[src/sv/htfc_pkg.sv]
// ----------------------------------------------------------------------------
// htfc_pkg
// Shared types, register indexes, reset values and port widths for the
// humidity trend fan control unit.
// ----------------------------------------------------------------------------
package htfc_pkg;

  localparam int HUM_W         = 7;
  localparam int HOLD_W        = 16;
  localparam int CFG_IDX_W     = 2;
  localparam int CFG_DATA_W    = 16;
  localparam int IN_TDATA_W    = 8;
  localparam int OUT_TDATA_W   = 24;
  localparam int WINDOW_LEN_DEF = 8;

  localparam logic [CFG_IDX_W-1:0] CFG_THRESHOLD  = 2'd0;
  localparam logic [CFG_IDX_W-1:0] CFG_FAN_ENABLE = 2'd1;
  localparam logic [CFG_IDX_W-1:0] CFG_MAX_HUM    = 2'd2;
  localparam logic [CFG_IDX_W-1:0] CFG_HOLD_SEC   = 2'd3;

  localparam logic [HUM_W-1:0]  THRESHOLD_RST = 7'd5;
  localparam logic              FAN_ENABLE_RST = 1'b0;
  localparam logic [HUM_W-1:0]  MAX_HUM_RST   = 7'd70;
  localparam logic [HOLD_W-1:0] HOLD_SEC_RST  = 16'd600;

  localparam logic MODE_SAMPLE = 1'b0;
  localparam logic MODE_TICK   = 1'b1;

  typedef enum logic [1:0] {
    TREND_STABLE  = 2'd0,
    TREND_FALLING = 2'd1,
    TREND_RISING  = 2'd2
  } trend_t;

  typedef struct packed {
    logic [HUM_W-1:0]  threshold;
    logic              fan_enable;
    logic [HUM_W-1:0]  max_hum;
    logic [HOLD_W-1:0] hold_sec;
  } htfc_cfg_t;

  typedef struct packed {
    logic             mode;
    logic [HUM_W-1:0] humidity;
  } htfc_item_t;

  typedef struct packed {
    logic [HOLD_W-1:0] hold_left;
    trend_t            trend;
    logic              fan_on;
  } htfc_result_t;

endpackage

[src/sv/humidity_trend_fan_control_unit.sv]
// ----------------------------------------------------------------------------
// humidity_trend_fan_control_unit
// Fan controller driven by a humidity trend over a window of recent samples.
// ----------------------------------------------------------------------------
// Usage:
//   in_*  : one item per transfer; in_tuser selects a humidity sample (0) or
//           a one-second tick (1); in_tdata carries the humidity.
//   out_* : exactly one result per item: fan state, trend and hold seconds
//           left after that item.
//   cfg_* : register writes take effect at the clock edge with cfg_we high;
//           write only while no item is in flight.
// A result passes through the input register, then the result register.
// Throughput: one item per cycle while the receiver takes results, set by the
// single combinational step from the input register to the result register.
// Reset clears the sample window, the hold counter and the fan state, and
// loads the register reset values. When the receiver stalls, the result
// register holds and one more item waits in the input register; in_tready
// drops only when both are full.
// ----------------------------------------------------------------------------
module humidity_trend_fan_control_unit import htfc_pkg::*; #(
  parameter int WINDOW_LEN = WINDOW_LEN_DEF
) (
  input  logic                   clk,
  input  logic                   rst_n,
  input  logic                   in_tvalid,
  output logic                   in_tready,
  input  logic [IN_TDATA_W-1:0]  in_tdata,   // [6:0] humidity
  input  logic                   in_tuser,   // [0] mode
  output logic                   out_tvalid,
  input  logic                   out_tready,
  output logic [OUT_TDATA_W-1:0] out_tdata,  // [0] fan_on, [2:1] trend, [18:3] hold_left
  input  logic                   cfg_we,
  input  logic [CFG_IDX_W-1:0]   cfg_index,
  input  logic [CFG_DATA_W-1:0]  cfg_wdata
);

  htfc_cfg_t    cfg;
  htfc_item_t   in_item;
  htfc_item_t   stage_item;
  htfc_result_t result;
  logic         stage_valid;
  logic         out_free;
  logic         advance;

  assign in_item.mode     = in_tuser;
  assign in_item.humidity = in_tdata[HUM_W-1:0];
  assign advance          = stage_valid && out_free;

  htfc_cfg_regs u_cfg (
    .clk       (clk),
    .rst_n     (rst_n),
    .cfg_we    (cfg_we),
    .cfg_index (cfg_index),
    .cfg_wdata (cfg_wdata),
    .cfg       (cfg)
  );

  htfc_in_reg u_in (
    .clk         (clk),
    .rst_n       (rst_n),
    .in_valid    (in_tvalid),
    .in_ready    (in_tready),
    .in_item     (in_item),
    .stage_free  (out_free),
    .stage_valid (stage_valid),
    .stage_item  (stage_item)
  );

  htfc_core #(
    .WINDOW_LEN (WINDOW_LEN)
  ) u_core (
    .clk     (clk),
    .rst_n   (rst_n),
    .cfg     (cfg),
    .item    (stage_item),
    .advance (advance),
    .result  (result)
  );

  htfc_out_reg u_out (
    .clk       (clk),
    .rst_n     (rst_n),
    .load      (advance),
    .result    (result),
    .free      (out_free),
    .out_valid (out_tvalid),
    .out_ready (out_tready),
    .out_data  (out_tdata)
  );

endmodule

[src/sv/htfc_cfg_regs.sv]
// ----------------------------------------------------------------------------
// htfc_cfg_regs
// Configuration register file, written through the plain write port.
// ----------------------------------------------------------------------------
module htfc_cfg_regs import htfc_pkg::*; (
  input  logic                  clk,
  input  logic                  rst_n,
  input  logic                  cfg_we,
  input  logic [CFG_IDX_W-1:0]  cfg_index,
  input  logic [CFG_DATA_W-1:0] cfg_wdata,
  output htfc_cfg_t             cfg
);

  htfc_cfg_t cfg_r;
  htfc_cfg_t cfg_nxt;

  always_comb begin
    cfg_nxt = cfg_r;
    if (cfg_we) begin
      unique case (cfg_index)
        CFG_THRESHOLD:  cfg_nxt.threshold  = cfg_wdata[HUM_W-1:0];
        CFG_FAN_ENABLE: cfg_nxt.fan_enable = cfg_wdata[0];
        CFG_MAX_HUM:    cfg_nxt.max_hum    = cfg_wdata[HUM_W-1:0];
        CFG_HOLD_SEC:   cfg_nxt.hold_sec   = cfg_wdata[HOLD_W-1:0];
        default:        cfg_nxt = cfg_r;
      endcase
    end
  end

  always_ff @(posedge clk) begin
    if (!rst_n) begin
      cfg_r.threshold  <= THRESHOLD_RST;
      cfg_r.fan_enable <= FAN_ENABLE_RST;
      cfg_r.max_hum    <= MAX_HUM_RST;
      cfg_r.hold_sec   <= HOLD_SEC_RST;
    end else begin
      cfg_r <= cfg_nxt;
    end
  end

  assign cfg = cfg_r;

endmodule

[src/sv/htfc_in_reg.sv]
// ----------------------------------------------------------------------------
// htfc_in_reg
// Input register: captures one item per transfer and holds it until the
// result stage takes it.
// ----------------------------------------------------------------------------
module htfc_in_reg import htfc_pkg::*; (
  input  logic       clk,
  input  logic       rst_n,
  input  logic       in_valid,
  output logic       in_ready,
  input  htfc_item_t in_item,
  input  logic       stage_free,
  output logic       stage_valid,
  output htfc_item_t stage_item
);

  logic       valid_r;
  logic       valid_nxt;
  htfc_item_t item_r;

  assign in_ready  = !valid_r || stage_free;
  assign valid_nxt = in_valid || (valid_r && !stage_free);

  always_ff @(posedge clk) begin
    if (!rst_n) begin
      valid_r <= 1'b0;
    end else begin
      valid_r <= valid_nxt;
    end
    if (in_valid && in_ready) begin
      item_r <= in_item;
    end
  end

  assign stage_valid = valid_r;
  assign stage_item  = item_r;

endmodule

[src/sv/htfc_core.sv]
// ----------------------------------------------------------------------------
// htfc_core
// Sample window, trend detection, fan state and hold counter. State moves
// forward once per item, when the item advances into the result register.
// ----------------------------------------------------------------------------
module htfc_core import htfc_pkg::*; #(
  parameter int WINDOW_LEN = WINDOW_LEN_DEF
) (
  input  logic         clk,
  input  logic         rst_n,
  input  htfc_cfg_t    cfg,
  input  htfc_item_t   item,
  input  logic         advance,
  output htfc_result_t result
);

  logic [HUM_W-1:0]  win_r   [WINDOW_LEN];
  logic [HUM_W-1:0]  win_nxt [WINDOW_LEN];
  logic [HOLD_W-1:0] hold_r;
  logic [HOLD_W-1:0] hold_nxt;
  logic              fan_r;
  logic              fan_nxt;

  logic [HUM_W-1:0]  oldest;
  logic [HUM_W-1:0]  newest;
  logic [HUM_W-1:0]  mag;
  trend_t            trend;

  always_comb begin
    for (int i = 0; i < WINDOW_LEN - 1; i++) begin
      win_nxt[i] = win_r[i+1];
    end
    win_nxt[WINDOW_LEN-1] = item.humidity;
  end

  always_comb begin
    if (item.mode == MODE_SAMPLE) begin
      oldest = win_r[1];
      newest = item.humidity;
    end else begin
      oldest = win_r[0];
      newest = win_r[WINDOW_LEN-1];
    end
    mag = (newest >= oldest) ? (newest - oldest) : (oldest - newest);
    priority if (oldest == '0) begin
      trend = TREND_STABLE;
    end else if (mag < cfg.threshold) begin
      trend = TREND_STABLE;
    end else if (newest < oldest) begin
      trend = TREND_FALLING;
    end else begin
      trend = TREND_RISING;
    end
  end

  always_comb begin
    fan_nxt  = fan_r;
    hold_nxt = hold_r;
    if (item.mode == MODE_SAMPLE) begin
      if (cfg.fan_enable && oldest != '0) begin
        if (trend == TREND_RISING || newest >= cfg.max_hum) begin
          fan_nxt  = 1'b1;
          hold_nxt = cfg.hold_sec;
        end else if (trend == TREND_STABLE && hold_r == '0) begin
          fan_nxt = 1'b0;
        end
      end
    end else if (hold_r != '0) begin
      if (hold_r == HOLD_W'(1)) begin
        fan_nxt = 1'b0;
      end
      hold_nxt = hold_r - HOLD_W'(1);
    end
  end

  always_ff @(posedge clk) begin
    if (!rst_n) begin
      for (int i = 0; i < WINDOW_LEN; i++) begin
        win_r[i] <= '0;
      end
      hold_r <= '0;
      fan_r  <= 1'b0;
    end else if (advance) begin
      if (item.mode == MODE_SAMPLE) begin
        win_r <= win_nxt;
      end
      hold_r <= hold_nxt;
      fan_r  <= fan_nxt;
    end
  end

  assign result.fan_on    = fan_nxt;
  assign result.trend     = trend;
  assign result.hold_left = hold_nxt;

endmodule

[src/sv/htfc_out_reg.sv]
// ----------------------------------------------------------------------------
// htfc_out_reg
// Result register: holds one result until the receiver takes the transfer.
// ----------------------------------------------------------------------------
module htfc_out_reg import htfc_pkg::*; (
  input  logic                   clk,
  input  logic                   rst_n,
  input  logic                   load,
  input  htfc_result_t           result,
  output logic                   free,
  output logic                   out_valid,
  input  logic                   out_ready,
  output logic [OUT_TDATA_W-1:0] out_data
);

  logic         valid_r;
  logic         valid_nxt;
  htfc_result_t result_r;

  assign free      = !valid_r || out_ready;
  assign valid_nxt = load || (valid_r && !out_ready);

  always_ff @(posedge clk) begin
    if (!rst_n) begin
      valid_r <= 1'b0;
    end else begin
      valid_r <= valid_nxt;
    end
    if (load) begin
      result_r <= result;
    end
  end

  assign out_valid = valid_r;
  assign out_data  = OUT_TDATA_W'({result_r.hold_left, result_r.trend, result_r.fan_on});

endmodule

[config.mk]
export PLATFORM = sky130hd
export DESIGN_NAME = humidity_trend_fan_control_unit
export DESIGN_NICKNAME = d
export VERILOG_FILES = /design/src/sv/htfc_pkg.sv /design/src/sv/humidity_trend_fan_control_unit.sv /design/src/sv/htfc_cfg_regs.sv /design/src/sv/htfc_in_reg.sv /design/src/sv/htfc_core.sv /design/src/sv/htfc_out_reg.sv
export SDC_FILE = /design/constraint.sdc
export NUM_CORES = 1
export LEC_CHECK = 0
export ABC_CLOCK_PERIOD_IN_PS = 8500
export BUFFER_PORTS_ARGS = -buffer_cell sky130_fd_sc_hd__buf_4
export CAP_MARGIN = 20
export CORE_MARGIN = 2
export CORE_UTILIZATION = 50
export CTS_CLUSTER_DIAMETER = 150
export DETAILED_ROUTE_END_ITERATION = 7
export GPL_TIMING_DRIVEN = 0
export PLACE_DENSITY = 0.74
export SYNTH_ARGS = -nofsm -noshare
export SYNTH_HDL_FRONTEND = slang
export SYNTH_HIERARCHICAL = 1
export SYNTH_SLANG_ARGS = --single-unit
[constraint.sdc]
create_clock -name clk -period 8.5 [get_ports clk]
set_clock_uncertainty 0.15 [all_clocks]
set_input_delay 1.275 -clock clk [delete_from_list [all_inputs] [get_ports clk]]
set_output_delay 1.275 -clock clk [all_outputs]
set_load 0.01 [all_outputs]
* After elaboration in Yosys (flattened, before gate mapping) *
Cells that the tools add are included.
W data, S select, Z words.

word-level totals
  register bits after elaboration = 133
  bits of input ports = 32
  output and inout port bits = 26
  logic and storage cells = 76

cells by class
  $add $sub $neg = 3
  order comparisons = 4
  eq/ne operators = 5
  muxes and demuxes = 16
  bitwise logic cells = 1
  reduce and logical (&&, ||, !) cells = 26

operators with widths
  operator                 number
  $mux W16                 4
  $mux W7                  3
  $eq A16 B1 Y1 const B    1
  $logic_not A16 Y1        1
  $reduce_bool A16 Y1      1
  $sub A16 B1 Y16 const B  1
  $ge A7 B7 Y1             2
  $lt A7 B7 Y1             2
  $sub A7 B7 Y7            2
  $reduce_and A2 Y1        5
  $logic_not A7 Y1         1
  $reduce_bool A7 Y1       1
  $eq A2 B2 Y1 const B     3
  $logic_and A1 B1 Y1      6
  $mux W1                  6
  $mux W2                  3
  $logic_or A1 B1 Y1       5
  $logic_not A1 Y1         4
  $logic_not A2 Y1         2
  $eq A2 B1 Y1 const B     1
  $not A1 Y1               1

* Logic depth before layout (Yosys ltp) *
Gate-level depths: netlist of the first run.

  depth after elaboration = 12
  depth in mapped cells = 23
  mapped depth without buffers = 18

* Cells and area by module *
Netlist of the first run, hierarchy kept.

modules (own cells, without submodules)
  module                           times used  cells an instance  area each (µm²)  seq. area each (µm²)
  htfc_core                        1           646                4890.9           1461.4
  htfc_cfg_regs                    1           133                1306.3           620.6
  htfc_out_reg                     1           29                 660.6            590.6
  htfc_in_reg                      1           13                 297.8            260.2
  humidity_trend_fan_control_unit  1           1                  6.3              0.0

* Worst setup path before layout of the first run *
No wires, ideal clock.

  path type = register to register
  from = reg u_in.item_r, in the netlist u_in/stage_item[7]
  to = reg u_core.hold_r[11]
  setup time = 0.118 ns
  arrival time = 5.030 ns
  required time = 8.232 ns
  slack = 3.203 ns
  stages on the path, launching flop included = 20
  buffers on the path = 5
  clock period less this slack = 5.297 ns
  path through = edfxtp_1 > buf_4 > clkbuf_1 > clkbuf_1 > buf_1 > mux2_2 > ha_1 > a21oi_1 > o21ai_2 > nor2_1 > mux2_2 > a21oi_1 > xnor2_1 > ha_1 > nand3_1 > o21a_1 > o32a_1 > buf_6 > or4_1 > o2111a_1

between the ends
  longest elaborated chain between the ends = 11
  elaborated cells on any way between the ends = 20
  classes of those cells = add/sub: 2; order compare: 4; eq/ne: 1; mux: 9; reduce/logical: 4

ends and longest elaborated chain
  item                                           line               source
  start: declaration                             htfc_in_reg.sv:19  htfc_item_t item_r;
  start signal: assignment                       htfc_in_reg.sv:31  item_r <= in_item;
  $mux W7                                        htfc_core.sv:37    if (item.mode == MODE_SAMPLE) begin
  $sub A7 B7 Y7 or $ge A7 B7 Y1 (tied branches)  htfc_core.sv:44    mag = (newest >= oldest) ? (newest - oldest) : (oldest - newest);
  $mux W7                                        htfc_core.sv:44
  $lt A7 B7 Y1                                   htfc_core.sv:47    end else if (mag < cfg.threshold) begin
  $mux W2                                        htfc_core.sv:47
  $mux W2                                        htfc_core.sv:45    priority if (oldest == '0) begin
  $eq A2 B2 Y1                                   htfc_core.sv:61    if (trend == TREND_RISING || newest >= cfg.max_hum) begin
  $logic_or A1 B1 Y1                             htfc_core.sv:61
  $mux W16                                       htfc_core.sv:61
  $mux W16                                       htfc_core.sv:60    if (cfg.fan_enable && oldest != '0) begin
  $mux W16 *                                     htfc_core.sv:59    if (item.mode == MODE_SAMPLE) begin
  end signal: assignment                         htfc_core.sv:87    hold_r <= hold_nxt;
  end: declaration                               htfc_core.sv:19    logic [HOLD_W-1:0] hold_r;

Mark *: on every way between the ends. The rest lies on a longest branch, timed or not.
A chain may end at the register's enable or synchronous reset.

==> results of run 1 <==
-- layout by cell type (no fill, tap or decap), types with 9 or more instances in the layout --
master	Yosys	layout
nand2_1	175	175
o211ai_1	10	10
mux2i_1	43	43
clkbuf_16	0	19
a31oi_1	16	16
inv_1	46	46
dfxtp_1	106	106
a21oi_1	76	76
buf_4	8	59
edfxtp_1	27	27
buf_2	9	9
o21ai_0	19	19
ha_1	29	29
nor2_1	22	22
nor3_1	10	10
clkbuf_1	30	33
nand3_1	24	24
-- critical path, cell delays in order, from the launching register on --
cell and delay (ns):
edfxtp_1 0.33, buf_4 0.16, clkbuf_1 0.35, clkbuf_1 0.52, buf_1 0.69, mux2i_1 0.44
inv_1 0.08, ha_1 0.27, buf_2 0.16, a21oi_1 0.25, a31oi_1 0.14, nor2_1 0.42
mux2_2 0.39, a21oi_1 0.17, xnor2_1 0.11, ha_1 0.30, nand3_1 0.08, o21ai_0 0.43
nand3_2 0.33, inv_4 0.20, o21ai_1 0.16, a221o_1 0.46
-- cells by family (layout without fill, tap and decap cells) --
family                   Yosys count  after routing  synth area share
XOR/XNOR                           6              6           0.00734
AO/OA/AOI/OAI                    199            199             0.187
buffers and inverters            103            187            0.0669
flip-flops                       133            133             0.410
other                              1              5          0.000524
adder cells (fa/ha/maj)           31             31            0.0563
AND/OR/NAND/NOR                  303            303             0.208
multiplexers                      46             46            0.0648
-- area by class of cell --
cell class / count / area, um^2 / share of cell area
plain buffers: 55 / 297 / 0.0352
clock inverters: 6 / 62.6 / 0.00743
clock buffers: 26 / 542 / 0.0644
repair buffers: 52 / 410 / 0.0488
inverters: 48 / 183 / 0.0217
flip-flops and latches: 133 / 2930 / 0.348
well taps: 180 / 225 / 0.0268
multi-input cells: 590 / 3760 / 0.447
-- power breakdown --
part / internal, W / switching [W] / total, W
Sequential: 0.000681 / 0.0000217 / 0.000702
Clock: 0.000468 / 0.000266 / 0.000734
Combinational: 0.000176 / 0.000280 / 0.000457
Total: 0.00133 / 0.000568 / 0.00189
-- how the worst max path moves through the flow --
stage,from,endpoint,slack (ns),cells after the start
2_1_floorplan,u_in/stage_item[7],u_core/hold_r[11],3.20,19
3_3_place_gp,u_in/stage_item[7],u_out/out_data[14],1.88,20
3_5_place_dp,u_in/stage_item[7],u_out/out_data[10],1.84,21
4_1_cts,u_in/stage_item[7],u_out/out_data[10],1.80,21
5_1_grt,u_in/stage_item[7],u_out/out_data[15],1.29,21
6_report,u_in/stage_item[7],u_out/out_data[10],1.64,21
-- routing by layer --
layer / track usage / up-vias
met5: 0 / -
met4: 0.0881 / 0
met3: 0.0577 / 43
met2: 0.397 / 298
met1: 0.348 / 2965
li1: - / 3061
-- sequential cells by signal (all words and copies together), names as in the netlist --
register          flops
u_core/hold_r        16
u_in/stage_item       8
u_out/out_valid       1
u_core/win_nxt       49
u_in/stage_valid      1
u_core/fan_r          1
u_core/win_r          7
u_out/out_data       19
u_cfg/cfg            31
-- metrics by stage --
stage | hold WS [ns] | setup slack [ns] | total power [W] | instances | util
2_1_floorplan | 0.282 | 3.20 | 0.00103 | 826 | -
4_1_cts | 0.299 | 1.80 | 0.00189 | 1089 | 0.602
3_5_place_dp | 0.293 | 1.84 | 0.00115 | 1057 | 0.559
5_1_grt | 0.325 | 1.29 | 0.00197 | 1090 | 0.604
3_3_place_gp | 0.287 | 1.88 | 0.00115 | 1057 | 0.559
6_report | 0.296 | 1.64 | 0.00189 | 1090 | 0.604
==> flow_summary.toml, run 1 <==
[clock_network]
root_buffer = "clkbuf_16"
post_cts_buffers = 0
htreeDepth = 4
cts_num_sinks = 133
cts_tree = "built"
cts-resized-gates = 0
clkTransAtPathRegs_ns = 0.06
cts_hold_buf = 0
cts_made_buffers = 17
cts_buffer_depth = 2
clk-insertion-delay-late_ns = 0.42

[detailed_routing]
vias = 6367
wl_mm = 18.4
routed.top_layer = "met4"
drc = 0
wl_met2_mm = 8.18
drtPass1Iterations = 5
wl_met1_mm = 8.27
wl_per_cell_um = 16.9
first_iter_violations = 575
met3_length_mm = 1.51
ant_nets = 0
viasPerCell = 5.84

[final_layout]
n_fill_cell = 1217
fin_area_um2 = 8420
nets = 960
syn_to_final_growth_pct = 17.5
n_antenna_cell = 0
layout-drive-gt1-share = 0.151

[timing]
finalHoldViolCount = 0
post-route-period-util = 0.806
slew_headroom = 0.437
rsz0062_at_grt = "no"
period_needed_ns = 6.86
fmax_ghz = 0.146
setup_viol = 0
tns_ns = 0
tightest_slew_ns = 0.844
slew_violations = 0

[global_route]
gr-total-overflow = 0
grt_pass1_wl_mm = 30.0
grt_max_degree = 23
grt.total_usage = 0.255
antenna_found_initial = 0
first_global_vias = 5947

[worst_setup_path]
reg2reg_depth = 21
critPathLaunchType = "flop"
r2r_slack_ns = 1.64
crit_path_max_fanout = 10
r2r_end = "u_out/out_data[10]"
timing.rr.start = "u_in/stage_item[7]"
criticalPathCategory = "flop to flop"
critPathCaptureType = "flop"
worstPathArrival_ns = 6.86
cp_data_required_time_ns = 8.50

[floorplan]
core_um2 = 13900
start_util = 0.514
num_rows = 43
pin_count = 58
dieHeight_um = 124
die_w_um = 124
die_area_um2 = 15300

[synthesis]
netlist_area_um2 = 7160
synth_area_leader_cell = "dfxtp_1"
netlist_top_cells_count = "nand2_1 (175), dfxtp_1 (106), a21oi_1 (76), inv_1 (46), mux2i_1 (43)"
ys_ff_latch = 133
synth-seq-area-share = 0.410
synth-async-reset-ratio = 0
post-synth-top-count-cell = "nand2_1"
ys.warnings.count = 6
ys_top_cells_by_area = "dfxtp_1 (30%), edfxtp_1 (11%), nand2_1 (9.2%)"
avgSynthCellArea_um2 = 8.71
synth_ff_type = "dfxtp_1"
synth-edff-count = 27
yosys.area.top_type_share = 0.296
synth_cells = 822
yosysUniqueCellTypes = 90

[placement]
gp_congestion = 0.941
portBuffers = 51
dp.final_hpwl_mm = 13.1
placed_cell_area_um2 = 7780

[power]
power_per_cell_area_nw_per_um2 = 225
vdd_drop_max_uv = 141
leakagePower_nw = 3.44

[hold_path]
hp-start = "u_core/win_nxt[15]"
min_path_cells = 2
hold_end = "u_core/win_nxt[22]"
hold_path_class = "flop to flop"

[flow_run]
cap_violations = 0

[status]
status = "completed"
Note: power is estimated with default switching activity, not from simulation.
==> run 2, diff against run 1 <==
Settings changed: ABC_AREA from default to 1, ABC_CLOCK_PERIOD_IN_PS 8500 to 6900, PLACE_DENSITY 0.74 to 0.75.
Clock period 8.5 ns to 6.9 ns, I/O delays scaled along.
==> flow_summary.toml, run 2 <==
[power]
power_per_cell_area_nw_per_um2 = 279
vdd_drop_max_uv = 207
leakagePower_nw = 4.15
p_total_w = 0.00231

[timing]
period_needed_ns = 5.08
tightest_slew_ns = 0.892
worst_slack_ns = 1.82
fmax_ghz = 0.197
slew_headroom = 0.404
finalHoldViolCount = 0
rsz0062_at_grt = "no"
post-route-period-util = 0.736
slew_violations = 0
tns_ns = 0
setup_viol = 0

[worst_setup_path]
crit_path_max_fanout = 10
critPathLaunchType = "flop"
worstPathArrival_ns = 5.11
cp_data_required_time_ns = 6.93
critPathCaptureType = "flop"
critPathSlowestCell = "o21ai_0"
criticalPathCategory = "flop to flop"
crit_top_cell = "nand2_1"
cpPeakStageDelay_ns = 0.52

[detailed_routing]
drtPass1Iterations = 5
first_iter_violations = 378
viasPerCell = 5.10
vias = 6256
wl_per_cell_um = 13.2
wl_mm = 16.2
ant_nets = 0
drc = 0

[synthesis]
synth-edff-count = 27
netlist_top_cells_count = "nand2_1 (172), inv_1 (144), nor2_1 (126), dfxtp_1 (106), o21ai_0 (79)"
synth-seq-area-share = 0.418
avgSynthCellArea_um2 = 7.31
synth_area_leader_cell = "dfxtp_1"
ys_ff_latch = 133
synth_ff_type = "dfxtp_1"
synth_cells = 960
yosysUniqueCellTypes = 38
ys_top_cells_by_area = "dfxtp_1 (30%), edfxtp_1 (12%), nand2_1 (9.2%)"
post-synth-top-count-cell = "nand2_1"
ys.warnings.count = 6
netlist_area_um2 = 7010
synth-async-reset-ratio = 0
yosys.area.top_type_share = 0.303

[global_route]
grt.busiest_layer = "met2"
met3_usage = 0.0534
grt.total_usage = 0.229
grt_pass1_wl_mm = 26.9
met1_usage = 0.282
grt_max_degree = 22
first_global_vias = 5944
antenna_found_initial = 0
gr-usage-met2 = 0.368
gr-total-overflow = 0

[clock_network]
cts_num_sinks = 133
root_buffer = "clkbuf_16"
cts_buffer_depth = 2
post_cts_buffers = 0
cts_made_buffers = 17
clk-insertion-delay-late_ns = 0.42
cts_hold_buf = 0
htreeDepth = 4
clkTransAtPathRegs_ns = 0.06
cts-resized-gates = 0
cts_tree = "built"

[final_layout]
finalCoreUtilization = 0.601
n_antenna_cell = 0
nets = 1096
syn_to_final_growth_pct = 18.1
largest_register_ffs = 49
final_common_cell = "nand2_1"
final_cell_mix = "nand2_1 (172), inv_1 (144), nor2_1 (126), dfxtp_1 (106), o21ai_0 (79)"
layout-drive-gt1-share = 0.140

[floorplan]
pin_count = 58
num_rows = 43
core_um2 = 13800
dieHeight_um = 122
die_area_um2 = 15000
die_w_um = 122
start_util = 0.509

[hold_path]
hold_path_class = "flop to flop"

[flow_run]
cap_violations = 0

[placement]
dp.final_hpwl_mm = 11.8
portBuffers = 50
gp_congestion = 0.905
preCtsSetupSlack_ns = 1.84

[status]
status = "completed"
==> run 2: path summary, 6_finish.rpt <==
path                 startpoint                 to  slack, ns  cells after the start
max reg2reg  u_in/stage_item[7]  u_out/out_data[0]       1.82                     26
min            u_core/win_r[51]   u_core/win_r[51]       0.30                      2
max          u_in/stage_item[7]  u_out/out_data[0]       1.82                     26
min reg2reg    u_core/win_r[51]   u_core/win_r[51]       0.30                      2
==> run 2: per-layer routing <==
| metal | wire length [um] | share of wire |
|---|---|---|
| met1 | 7250 | 0.45 |
| met3 | 916 | 0.057 |
| met2 | 7380 | 0.46 |
| met4 | 661 | 0.041 |
| met5 | 0 | 0 |
==> run 2: critical path: cells and delay by family (launching register included) <==
family	cells	cell delay, ns
buf+inv	7	0.96
fa+ha+maj	3	0.94
flops	1	0.50
compound gates	6	1.24
xor+xnor	1	0.13
simple gates	9	0.90
==> run 2: kinds of logic after synthesis <==
logic type      synth area share
xor+xnor                  0.0175
other cells             0.000535
compound gates             0.117
simple gates               0.272
buf+inv                    0.118
fa+ha+maj                 0.0574
flops                      0.418
==> run 2: power breakdown <==
| part | internal (W) | total, W | switching, W | leakage, nW |
|---|---|---|---|---|
| Combinational | 0.000170 | 0.000456 | 0.000287 | 2.70 |
| Sequential | 0.000849 | 0.000874 | 0.0000245 | 1.13 |
| Clock | 0.000642 | 0.000978 | 0.000336 | 0.322 |
| Total | 0.00166 | 0.00231 | 0.000647 | 4.15 |
==> run 2: area by class of cell <==
| type | instances | area, um^2 |
|---|---|---|
| well taps | 180 | 225 |
| fillers | 1290 | 5490 |
| repair buffers | 50 | 375 |
| multi-input cells | 634 | 3270 |
| flip-flops and latches | 133 | 2930 |
| clock inverters | 10 | 136 |
| clock buffers | 22 | 518 |
| inverters | 148 | 556 |
| plain buffers | 49 | 269 |
==> run 2: through the flow <==
step | hold WS [ns] | area, um^2 | std cells
floorplan | 0.279 | 7030 | 964
global route | 0.330 | 8280 | 1226
global placement | 0.289 | 7630 | 1194
detailed placement | 0.297 | 7630 | 1194
finish | 0.300 | 8280 | 1226
CTS | 0.306 | 8280 | 1226
